==> config.mk <==
export PLATFORM = sky130hd
export DESIGN_NAME = source_over_pixel_blender_unit
export DESIGN_NICKNAME = d
export VERILOG_FILES = /design/src/rtl/sopb_pkg.sv /design/src/rtl/source_over_pixel_blender_unit.sv /design/src/rtl/sopb_pipe_ctrl.sv
export SDC_FILE = /design/constraint.sdc
export NUM_CORES = 2
export LEC_CHECK = 0
export BUFFER_PORTS_ARGS = -buffer_cell sky130_fd_sc_hd__buf_2
export CORE_ASPECT_RATIO = 2
export CORE_MARGIN = 3
export CORE_UTILIZATION = 45
export CTS_BUF_LIST = sky130_fd_sc_hd__clkbuf_8
export DETAILED_ROUTE_END_ITERATION = 12
export PLACE_DENSITY = 0.73
export SYNTH_ARGS = -nofsm -noshare
export SYNTH_HDL_FRONTEND = slang
export SYNTH_SLANG_ARGS = --single-unit
==> constraint.sdc <==
create_clock -name aclk -period 7.47 [get_ports aclk]
set_clock_uncertainty 0.05 [all_clocks]
set_input_delay 1.1205 -clock aclk [delete_from_list [all_inputs] [get_ports aclk]]
set_output_delay 1.1205 -clock aclk [all_outputs]
set_load 0.01 [all_outputs]
==> src/rtl/sopb_pkg.sv <==
`default_nettype none

package sopb_pkg;

    // pipeline depth: input, products, rounding, second products, output
    localparam int NUM_STAGES = 5;

    // blend mode codes
    localparam logic [2:0] MODE_ARGB_ON_ARGB   = 3'd0;
    localparam logic [2:0] MODE_RGB_ON_RGB     = 3'd1;
    localparam logic [2:0] MODE_ARGB_ON_RGB565 = 3'd2;
    localparam logic [2:0] MODE_RGB_ON_RGB565  = 3'd3;
    localparam logic [2:0] MODE_RGB565_ON_565  = 3'd4;

    // configuration register indexes
    localparam logic REG_BLEND_MODE  = 1'b0;
    localparam logic REG_LAYER_ALPHA = 1'b1;

    // per-stage pipeline control
    typedef struct packed {
        logic [NUM_STAGES-1:0] load;
        logic [NUM_STAGES-1:0] valid;
    } pipe_ctrl_t;

    // byte rounding of a channel product: (t + (t >> 8) + 128) >> 8
    function automatic logic [7:0] round_byte(input logic [16:0] t);
        logic [16:0] u;
        u = t + {8'd0, t[16:8]} + 17'd128;
        return u[15:8];
    endfunction

    // truncating 888 to 565 conversion
    function automatic logic [15:0] to_565(input logic [31:0] c);
        return {c[23:19], c[15:10], c[7:3]};
    endfunction

    // assemble a 565 multiply from its three field products
    function automatic logic [15:0] pick_565(input logic [10:0] pr,
                                             input logic [14:0] pg,
                                             input logic [10:0] pb);
        return {pr[10:6], pg[13:8], pb[10:6]};
    endfunction

endpackage

`default_nettype wire

==> src/rtl/source_over_pixel_blender_unit.sv <==
`default_nettype none

// channel     | ports                                   | direction
// ------------+-----------------------------------------+----------
// pixel in    | s_valid s_ready s_src_pixel s_dst_pixel | in
// result out  | m_valid m_ready m_result_pixel          | out
// config      | cfg_we cfg_idx cfg_wdata                | in
//
// five register stages: input, channel products, rounding, products with the
// scaled source alpha, final add; one item per cycle while m_ready does not stall.
// the rate is set by the per-stage valid/load chain; the multipliers sit in
// stages two and four, the rounding adders in stages three and five.
// aresetn is synchronous: clears valid bits and sets mode 0, layer alpha 256.
// a stall at m_ready holds the output stage; upstream stages keep filling
// until they are full, so no item is lost or repeated.

module source_over_pixel_blender_unit (
    input  wire         aclk,
    input  wire         aresetn,
    input  wire         s_valid,
    output logic        s_ready,
    input  wire  [31:0] s_src_pixel,
    input  wire  [31:0] s_dst_pixel,
    output logic        m_valid,
    input  wire         m_ready,
    output logic [31:0] m_result_pixel,
    input  wire         cfg_we,
    input  wire         cfg_idx,
    input  wire  [8:0]  cfg_wdata
);
    import sopb_pkg::*;

    // configuration registers
    logic [2:0]  mode_reg,   mode_next;
    logic        opaque_reg, opaque_next;
    logic        clear_reg,  clear_next;
    logic [7:0]  alpha_reg,  alpha_next;
    logic [15:0] alpha_scaled;

    pipe_ctrl_t ctrl;

    // layer alpha to byte alpha: (ca * 255) >> 8
    always_comb begin
        alpha_scaled = {cfg_wdata[7:0], 8'd0} - {8'd0, cfg_wdata[7:0]};
        mode_next    = mode_reg;
        opaque_next  = opaque_reg;
        clear_next   = clear_reg;
        alpha_next   = alpha_reg;
        if (cfg_we) begin
            unique case (cfg_idx)
                REG_BLEND_MODE: begin
                    mode_next = cfg_wdata[2:0];
                end
                REG_LAYER_ALPHA: begin
                    opaque_next = cfg_wdata[8];
                    clear_next  = (cfg_wdata == 9'd0);
                    alpha_next  = cfg_wdata[8] ? 8'hff : alpha_scaled[15:8];
                end
                default: begin
                    mode_next = mode_reg;
                end
            endcase
        end
    end

    always_ff @(posedge aclk) begin
        if (!aresetn) begin
            mode_reg   <= MODE_ARGB_ON_ARGB;
            opaque_reg <= 1'b1;
            clear_reg  <= 1'b0;
            alpha_reg  <= 8'hff;
        end else begin
            mode_reg   <= mode_next;
            opaque_reg <= opaque_next;
            clear_reg  <= clear_next;
            alpha_reg  <= alpha_next;
        end
    end

    // pipeline valid and load control
    sopb_pipe_ctrl u_ctrl (
        .aclk      (aclk),
        .aresetn   (aresetn),
        .in_valid  (s_valid),
        .out_ready (m_ready),
        .in_ready  (s_ready),
        .ctrl      (ctrl)
    );

    // stage 1: input register
    logic [31:0] s1_src_reg, s1_dst_reg;

    always_ff @(posedge aclk) begin
        if (ctrl.load[0]) begin
            s1_src_reg <= s_src_pixel;
            s1_dst_reg <= s_dst_pixel;
        end
    end

    // stage 2: channel products
    logic [3:0][15:0] s2_psa_reg, s2_psa_next;
    logic [3:0][15:0] s2_pd_reg,  s2_pd_next;
    logic [12:0] s2_p2r_reg, s2_p2r_next;
    logic [13:0] s2_p2g_reg, s2_p2g_next;
    logic [12:0] s2_p2b_reg, s2_p2b_next;
    logic [10:0] s2_sr_reg, s2_sr_next, s2_dr_reg, s2_dr_next;
    logic [14:0] s2_sg_reg, s2_sg_next, s2_dg_reg, s2_dg_next;
    logic [10:0] s2_sb_reg, s2_sb_next, s2_db_reg, s2_db_next;
    logic [31:0] s2_src_reg, s2_dst_reg;
    logic [7:0]  s1_dst_k, s1_sia, s1_inv_a;
    logic [8:0]  s1_b_s, s1_b_d;

    always_comb begin
        s1_sia   = ~s1_src_reg[31:24];
        s1_inv_a = ~alpha_reg;
        s1_dst_k = (mode_reg == MODE_RGB_ON_RGB) ? s1_inv_a : s1_sia;
        s1_b_s   = {1'b0, alpha_reg} + 9'd1;
        s1_b_d   = {1'b0, s1_inv_a} + 9'd1;
        for (int i = 0; i < 4; i++) begin
            s2_psa_next[i] = 16'(s1_src_reg[8*i +: 8]) * 16'(alpha_reg);
            s2_pd_next[i]  = 16'(s1_dst_reg[8*i +: 8]) * 16'(s1_dst_k);
        end
        // opaque argb on 565 field products
        s2_p2r_next = 13'(s1_dst_reg[15:11]) * 13'(s1_sia);
        s2_p2g_next = 14'(s1_dst_reg[10:5])  * 14'(s1_sia);
        s2_p2b_next = 13'(s1_dst_reg[4:0])   * 13'(s1_sia);
        // 565 on 565 field products
        s2_sr_next = 11'(s1_src_reg[15:11]) * 11'(s1_b_s[8:2]);
        s2_sg_next = 15'(s1_src_reg[10:5])  * 15'(s1_b_s);
        s2_sb_next = 11'(s1_src_reg[4:0])   * 11'(s1_b_s[8:2]);
        s2_dr_next = 11'(s1_dst_reg[15:11]) * 11'(s1_b_d[8:2]);
        s2_dg_next = 15'(s1_dst_reg[10:5])  * 15'(s1_b_d);
        s2_db_next = 11'(s1_dst_reg[4:0])   * 11'(s1_b_d[8:2]);
    end

    always_ff @(posedge aclk) begin
        if (ctrl.load[1]) begin
            s2_psa_reg <= s2_psa_next;
            s2_pd_reg  <= s2_pd_next;
            s2_p2r_reg <= s2_p2r_next;
            s2_p2g_reg <= s2_p2g_next;
            s2_p2b_reg <= s2_p2b_next;
            s2_sr_reg  <= s2_sr_next;
            s2_sg_reg  <= s2_sg_next;
            s2_sb_reg  <= s2_sb_next;
            s2_dr_reg  <= s2_dr_next;
            s2_dg_reg  <= s2_dg_next;
            s2_db_reg  <= s2_db_next;
            s2_src_reg <= s1_src_reg;
            s2_dst_reg <= s1_dst_reg;
        end
    end

    // stage 3: rounding and the single-multiply results
    logic [31:0] s3_sp_reg, s3_sp_next;
    logic [31:0] s3_dm_reg, s3_dm_next;
    logic [31:0] s3_it_reg, s3_it_next;
    logic [15:0] s3_m2o_reg, s3_m2o_next;
    logic [15:0] s3_m4_reg, s3_m4_next;
    logic [31:0] s3_src_reg, s3_dst_reg;
    logic [24:0] ur;
    logic [19:0] ug;
    logic [13:0] ub;
    logic [16:0] rr;
    logic [15:0] rg, rbv;

    always_comb begin
        for (int i = 0; i < 4; i++) begin
            s3_sp_next[8*i +: 8] = round_byte(17'(s2_psa_reg[i]));
            s3_dm_next[8*i +: 8] = round_byte(17'(s2_pd_reg[i]));
            s3_it_next[8*i +: 8] = round_byte(17'(s2_pd_reg[i]) + 17'(s2_psa_reg[i]));
        end
        // opaque argb on 565, per-channel rounding
        ur  = {1'b0, s2_p2r_reg, 11'd0} + {9'd0, s2_p2r_reg, 3'd0} + 25'h8000;
        ug  = {1'b0, s2_p2g_reg, 5'd0} + {9'd0, s2_p2g_reg[13:3]} + 20'h400;
        ub  = {1'b0, s2_p2b_reg} + {9'd0, s2_p2b_reg[12:8]} + 14'h10;
        rr  = {1'b0, s2_src_reg[23:19], 11'd0} + {1'b0, ur[23:8]};
        rg  = {5'd0, s2_src_reg[15:10], 5'd0} + {4'd0, ug[19:8]};
        rbv = {11'd0, s2_src_reg[7:3]} + {10'd0, ub[13:8]};
        if (s2_src_reg[31:24] == 8'hff) begin
            s3_m2o_next = to_565(s2_src_reg);
        end else if (s2_src_reg[31:24] == 8'h00) begin
            s3_m2o_next = s2_dst_reg[15:0];
        end else begin
            s3_m2o_next = {rr[15:11], 11'd0} | {5'd0, rg[10:5], 5'd0} | rbv;
        end
        s3_m4_next = pick_565(s2_sr_reg, s2_sg_reg, s2_sb_reg)
                   + pick_565(s2_dr_reg, s2_dg_reg, s2_db_reg);
    end

    always_ff @(posedge aclk) begin
        if (ctrl.load[2]) begin
            s3_sp_reg  <= s3_sp_next;
            s3_dm_reg  <= s3_dm_next;
            s3_it_reg  <= s3_it_next;
            s3_m2o_reg <= s3_m2o_next;
            s3_m4_reg  <= s3_m4_next;
            s3_src_reg <= s2_src_reg;
            s3_dst_reg <= s2_dst_reg;
        end
    end

    // stage 4: destination times inverse scaled source alpha, early results
    logic [3:0][15:0] s4_pd_reg, s4_pd_next;
    logic [10:0] s4_dr_reg, s4_dr_next;
    logic [14:0] s4_dg_reg, s4_dg_next;
    logic [10:0] s4_db_reg, s4_db_next;
    logic [31:0] s4_sp_reg;
    logic [31:0] s4_early_reg, s4_early_next;
    logic [7:0]  s3_k;
    logic [8:0]  s3_b;

    always_comb begin
        s3_k = ~s3_sp_reg[31:24];
        s3_b = {1'b0, s3_k} + 9'd1;
        for (int i = 0; i < 4; i++) begin
            s4_pd_next[i] = 16'(s3_dst_reg[8*i +: 8]) * 16'(s3_k);
        end
        s4_dr_next = 11'(s3_dst_reg[15:11]) * 11'(s3_b[8:2]);
        s4_dg_next = 15'(s3_dst_reg[10:5])  * 15'(s3_b);
        s4_db_next = 11'(s3_dst_reg[4:0])   * 11'(s3_b[8:2]);

        // results that need no second multiply
        s4_early_next = s3_dst_reg;
        unique case (mode_reg)
            MODE_ARGB_ON_ARGB: begin
                if (opaque_reg) begin
                    if (s3_src_reg[31:24] == 8'hff) begin
                        s4_early_next = s3_src_reg;
                    end else if (s3_src_reg != 32'd0) begin
                        s4_early_next = s3_src_reg + s3_dm_reg;
                    end
                end
            end
            MODE_RGB_ON_RGB: begin
                if (opaque_reg) begin
                    s4_early_next = s3_src_reg;
                end else if (!clear_reg) begin
                    s4_early_next = s3_it_reg;
                end
            end
            MODE_ARGB_ON_RGB565: begin
                s4_early_next = {16'd0, s3_m2o_reg};
            end
            MODE_RGB_ON_RGB565: begin
                s4_early_next = {16'd0, to_565(s3_src_reg)};
            end
            MODE_RGB565_ON_565: begin
                if (opaque_reg) begin
                    s4_early_next = {16'd0, s3_src_reg[15:0]};
                end else if (clear_reg) begin
                    s4_early_next = {16'd0, s3_dst_reg[15:0]};
                end else begin
                    s4_early_next = {16'd0, s3_m4_reg};
                end
            end
            default: begin
                s4_early_next = s3_dst_reg;
            end
        endcase
    end

    always_ff @(posedge aclk) begin
        if (ctrl.load[3]) begin
            s4_pd_reg    <= s4_pd_next;
            s4_dr_reg    <= s4_dr_next;
            s4_dg_reg    <= s4_dg_next;
            s4_db_reg    <= s4_db_next;
            s4_sp_reg    <= s3_sp_reg;
            s4_early_reg <= s4_early_next;
        end
    end

    // stage 5: constant-alpha results and output register
    logic [31:0] s5_result_reg, s5_result_next;
    logic [31:0] dm2;
    logic [15:0] late_565;
    logic        late_32, late_16;

    always_comb begin
        for (int i = 0; i < 4; i++) begin
            dm2[8*i +: 8] = round_byte(17'(s4_pd_reg[i]));
        end
        late_565 = to_565(s4_sp_reg) + pick_565(s4_dr_reg, s4_dg_reg, s4_db_reg);
        late_32  = (mode_reg == MODE_ARGB_ON_ARGB) && !opaque_reg && !clear_reg;
        late_16  = ((mode_reg == MODE_ARGB_ON_RGB565) || (mode_reg == MODE_RGB_ON_RGB565))
                   && !opaque_reg;
        priority if (late_32) begin
            s5_result_next = s4_sp_reg + dm2;
        end else if (late_16) begin
            s5_result_next = {16'd0, late_565};
        end else begin
            s5_result_next = s4_early_reg;
        end
    end

    always_ff @(posedge aclk) begin
        if (ctrl.load[4]) begin
            s5_result_reg <= s5_result_next;
        end
    end

    assign m_valid        = ctrl.valid[NUM_STAGES-1];
    assign m_result_pixel = s5_result_reg;

    // an accepted item that does not leave adds one to the occupancy
    assert property (@(posedge aclk) disable iff (!aresetn)
        (s_valid && s_ready && !(m_valid && m_ready))
        |=> ($countones(ctrl.valid) == $past($countones(ctrl.valid)) + 1))
        else $error("pipeline occupancy did not grow on accept");

    // a free output side lets every stage move
    assert property (@(posedge aclk) disable iff (!aresetn)
        m_ready |-> s_ready)
        else $error("input stalled while output is ready");

    // 565 destinations leave the upper half clear
    assert property (@(posedge aclk) disable iff (!aresetn)
        (m_valid && ((mode_reg == MODE_ARGB_ON_RGB565) || (mode_reg == MODE_RGB_ON_RGB565)
                     || (mode_reg == MODE_RGB565_ON_565)))
        |-> (m_result_pixel[31:16] == 16'd0))
        else $error("565 result has upper bits set");

endmodule

`default_nettype wire

==> src/rtl/sopb_pipe_ctrl.sv <==
`default_nettype none

module sopb_pipe_ctrl (
    input  wire                 aclk,
    input  wire                 aresetn,
    input  wire                 in_valid,
    input  wire                 out_ready,
    output logic                in_ready,
    output sopb_pkg::pipe_ctrl_t ctrl
);
    import sopb_pkg::*;

    logic [NUM_STAGES-1:0] valid_reg;
    logic [NUM_STAGES-1:0] valid_next;
    logic [NUM_STAGES-1:0] load;

    // a stage loads when it is empty or its content moves on
    always_comb begin
        load[NUM_STAGES-1] = !valid_reg[NUM_STAGES-1] || out_ready;
        for (int i = NUM_STAGES - 2; i >= 0; i--) begin
            load[i] = !valid_reg[i] || load[i+1];
        end
    end

    // valid bits follow the data
    always_comb begin
        valid_next[0] = load[0] ? in_valid : valid_reg[0];
        for (int i = 1; i < NUM_STAGES; i++) begin
            valid_next[i] = load[i] ? valid_reg[i-1] : valid_reg[i];
        end
    end

    always_ff @(posedge aclk) begin
        if (!aresetn) begin
            valid_reg <= '0;
        end else begin
            valid_reg <= valid_next;
        end
    end

    assign in_ready = load[0];
    assign ctrl     = '{load: load, valid: valid_reg};

endmodule

`default_nettype wire

# Word level (Yosys, flattened, before mapping)

Index checks and enable logic that the tools add are counted.

Bits of input ports: 79
Logic and storage cells: 172
Register bits: 774

Reduce and logical (&&, ||, !) cells: 22
Equal/unequal tests: 6
$mul: 24
Muxes and demuxes: 14
$add $sub $neg: 53
Bitwise logic cells: 6

Operator list:

| cell                                                             | number |
|---|---|
| 16-bit by 8-bit adder with 16-bit output, second input constant  | 16 |
| 32-bit two-way mux                                               | 7 |
| 16-bit by 8-bit adder with 16-bit output                         | 12 |
| 8-bit by 8-bit multiplier with 16-bit output                     | 12 |
| 32-bit one-hot mux with 5 select lines                           | 1 |
| 16-bit by 16-bit adder with 17-bit output                        | 4 |
| 5-bit by 7-bit multiplier with 11-bit output                     | 6 |
| 16-bit by 9-bit adder with 16-bit output                         | 4 |
| 32-bit adder                                                     | 2 |
| 16-bit two-way mux                                               | 4 |
| 16-bit adder                                                     | 3 |
| 6-bit by 9-bit multiplier with 14-bit output                     | 3 |
| 32-bit nonzero test                                              | 1 |
| 8-bit by 1-bit adder with 9-bit output, second input constant    | 3 |
| 5-bit by 8-bit multiplier with 13-bit output                     | 2 |
| 24-bit by 16-bit adder with 24-bit output                        | 1 |
| 24-bit by 16-bit adder with 24-bit output, second input constant | 1 |
| 8-bit NOT                                                        | 3 |
| 19-bit by 11-bit adder with 19-bit output                        | 1 |
| 19-bit by 11-bit adder with 19-bit output, second input constant | 1 |
| 8-bit equality test, second input constant                       | 2 |
| 8-bit two-way mux                                                | 2 |
| 16-bit by 11-bit bitwise OR with 16-bit output                   | 1 |
| 16-bit by 7-bit bitwise OR with 16-bit output                    | 1 |
| 17 further kinds                                                 | 32 |

# Longest topological paths before layout

Depth after elaboration: 7
Depth in mapped cells: 25

# By module

From an unflattened synthesis, not the netlist that was laid out.

Cell total of the unflattened synthesis: 7783
Area total of the unflattened synthesis: 77581.9 µm²

By module, submodules not included:

| module                         | seq. area each (µm²) | instances | cells an instance | area an instance (µm²) |
|---|---|---|---|---|
| source_over_pixel_blender_unit | 21160.3              | 1         | 7760              | 77371.7 |
| sopb_pipe_ctrl                 | 100.1                | 1         | 23                | 210.2 |

# Least setup slack after synthesis

Ideal clock, no wire load.

Kind: input to register
Start: input port m_ready
End: register s2_db_reg[10] (enable)
Library setup time: 2.031 ns
Data required time: 5.389 ns
Arrival: 5.894 ns
Stages: 3
Buffers on the path: 0
Slack: -0.505 ns
Path through: nor2b_1 > and3_1 > nand2_1

RTL lines:

| item                   | RTL line                              | RTL |
|---|---|---|
| start: declaration     | source_over_pixel_blender_unit.sv:25  | `input wire m_ready,` |
| end signal: assignment | source_over_pixel_blender_unit.sv:148 | `s2_db_reg <= s2_db_next;` |
| end: declaration       | source_over_pixel_blender_unit.sv:108 | `logic [10:0] s2_sb_reg, s2_sb_next, s2_db_reg, s2_db_next;` |

==> metrics.yaml <==
grtUsageMet1_pct: 23.3
cts.sinks: 714
critPathMaxFanout: 32
die_area_um2: 177000
h-tree-depth: 3
rsz0062_at_grt: "no"
drt_iter0_drc: 2984
grt_first_pass_wirelength_um: 334000
area_growth_pct: 6.99
syn-cell-area_um2: 77300
tns_ns: 0
n_fill_cell: 15600
synth_compound_area_share_pct: 9.40
critPathMaxStageDelay_ns: 0.87
async_reset_ff_share_pct: 0
ys_seq_elements: 714
holdBufCountCts: 0
drv_slew: 0
max-cap-violations: 0
clkLatencyLatePin_ns: 0.83
cpMaxStageDelayCell: "mux2i_4"
max_freq_mhz: 158
critPathArrivalTime_ns: 6.87
drt_wl_total_um: 217000
cts_resized: 0
wl_per_cell_um: 21.4
ys_dominant_reg_cell: "edfxtp_1"
gp_congestion: 0.965
status: "complete, no violations"
period_share_pct: 85.0
yosysWarnings: 0
gr-max-usage-layer: "met2"
rows: 214
nets: 9626
dp_hpwl_um: 174000
cts_tree: "yes"
crit_buf_inv: 4
overflow: 0
final_antenna_net_count: 0
drc: 0
start_util_pct: 45.4
first_global_vias: 61100
via_per_inst: 5.61
die_y_um: 592
setup_viol: 0
synth_mux_area_share_pct: 0.512
synth_top_family_by_area: "adder cells"
postCtsSetupBuffers: 0
grt_max_degree: 165
crit_family: "adder cells"
cp_common_cell: "inv_1"
grtUsageMet2_pct: 45.7
seq_area_frac_synth_pct: 27.5
tightest_slew_ns: 1.37
cp-end-kind: "flop"
synthSimpleGateAreaFrac_pct: 15.6
cp_cell_sequence: "inv_1, and3_2, buf_4, mux2i_4, and2_1, fa_1, ha_1, inv_1, fa_1, inv_1, ha_1, a21o_1, a21oi_1, o21ai_0, a21oi_1, nor2b_1, o2111ai_1, nand3_1, o41a_1, xor2_1"
synthXorXnorAreaFrac_pct: 5.50
yosysUniqueCellTypes: 90
antenna_found_initial: 9
avgSynthCellArea_um2: 9.96
clk_pin_slew_ns: 0.07
cp-start-kind: "flop"
num_vias: 56900
postSynthCellCount: 7761
met3_usage_pct: 3.34
timing.final.crit_period_ns: 6.35
core_um2: 170000
syn_nets: 9589
hold_path.class: "reg -> reg"
synth_fa_ha_area_share_pct: 35.0
synth_edf_count: 696
hold_viol: 0
cts_buffer_depth: 3
grt_use_total_pct: 24.5
maxSlewHeadroom_pct: 7.94
dr.pass1.iters: 6
drive_gt1_share_pct: 5.51
portBuffers: 112
path_class: "reg -> reg"
clockRootBuffer: "clkbuf_8"
cts_buffers: 103
die_width_um: 299
pin_count: 113
cp.required_ns: 7.99
-- stage by stage --
stage          hold slack [ns]  instances  area, um^2  setup WS, ns  utilization (%)
2_1_floorplan            0.350       7761       77300          1.42                -
3_3_place_gp             0.353       9961       80500          1.25             47.3
3_5_place_dp             0.355       9961       80500          1.20             47.3
4_1_cts                  0.338      10100       82700          1.21             48.5
5_1_grt                  0.373      10100       82700         0.817             48.5
6_report                 0.366      10200       82700          1.12             48.5
-- area by class of cell --
cell class / count / area (um^2) / area share (%)
inverters: 1045 / 3930 / 4.75
diodes: 4 / 10.0 / 0.0121
multi-input cells: 5714 / 51100 / 61.8
clock inverters: 76 / 638 / 0.772
clock buffers: 109 / 1500 / 1.81
well taps: 2268 / 2840 / 3.43
flip-flops and latches: 714 / 21300 / 25.7
repair buffers: 220 / 1420 / 1.72
-- layout by cell type, fill, tap and decap left out, types with 31 or more instances in the layout --
master	count
a21oi_1	269
xnor2_1	364
fa_1	663
a31oi_1	45
xor2_1	121
inv_1	1066
nand3_1	119
ha_1	1086
a211oi_1	34
a21o_1	107
buf_4	104
o21a_1	69
nand2b_1	209
buf_2	112
and3_1	45
and2_1	575
o21ai_0	258
nor3_1	101
nand2_1	547
o21bai_1	33
o211ai_1	31
nor2b_1	237
edfxtp_1	696
clkbuf_8	109
nor2_1	333
-- synthesized netlist by cell type, types with 21 or more instances --
cell	instances	area [um^2]
ha_1	1086	13600
inv_1	1044	3920
edfxtp_1	696	20900
fa_1	663	13300
and2_1	575	3600
nand2_1	549	2060
xnor2_1	364	3190
nor2_1	335	1260
a21oi_1	269	1350
clkbuf_1	267	1000
o21ai_0	258	1290
nor2b_1	237	1480
nand2b_1	209	1310
xor2_1	121	1060
nand3_1	120	601
a21o_1	107	803
nor3_1	101	505
o21a_1	69	518
and3_1	46	288
a31oi_1	45	282
mux2i_1	35	350
a211oi_1	34	255
o21bai_1	33	248
o211ai_1	31	233
nand4_1	30	188
a41o_1	29	290
o22ai_1	27	169
or3_1	26	163
a21boi_0	21	158
-- worst reg2reg max path, delay by kind of cell, from the launching register on --
kind                     cells  cell delay, ns
AND/OR/NAND/NOR              4            1.03
AO/OA/AOI/OAI                6            1.29
multiplexers                 1            0.88
buffers and inverters        4            0.90
flip-flops                   1            0.32
adder cells (fa/ha/maj)      4            1.49
XOR/XNOR                     1            0.15
-- metal layers --
metal  vias up  part of all wire [%]  routed length, um
li1      26100                     -                  -
met1     28100                    33              70700
met2      1860                    52             113000
met3       879                   4.8              10400
met4         0                    11              22800
met5         -                     0                  0
-- kinds of logic (layout without fill, tap and decap cells) --
logic type      count (synthesis)  after routing
simple gates                 2309           2309
fa+ha+maj                    1765           1765
buf+inv                      1333           1450
compound gates               1116           1116
flops                         714            714
xor+xnor                      485            485
mux                            39             39
other cells                     0              4
-- worst paths after layout --
| path | start | endpoint | slack, ns | depth (start not counted) |
|---|---|---|---|---|
| worst min register to register | s2_src_reg[9] | s3_src_reg[9] | 0.37 | 0 |
| worst max register to register | mode_reg[2] | s2_pd_reg[46] | 1.12 | 20 |
| worst min-delay path | s2_src_reg[9] | s3_src_reg[9] | 0.37 | 0 |
| worst max-delay path | mode_reg[2] | s2_pd_reg[46] | 1.12 | 20 |
Power is left out: the tool's default activity adds up to more than one toggle a clock period on the data nets, which glitch-free logic cannot reach.
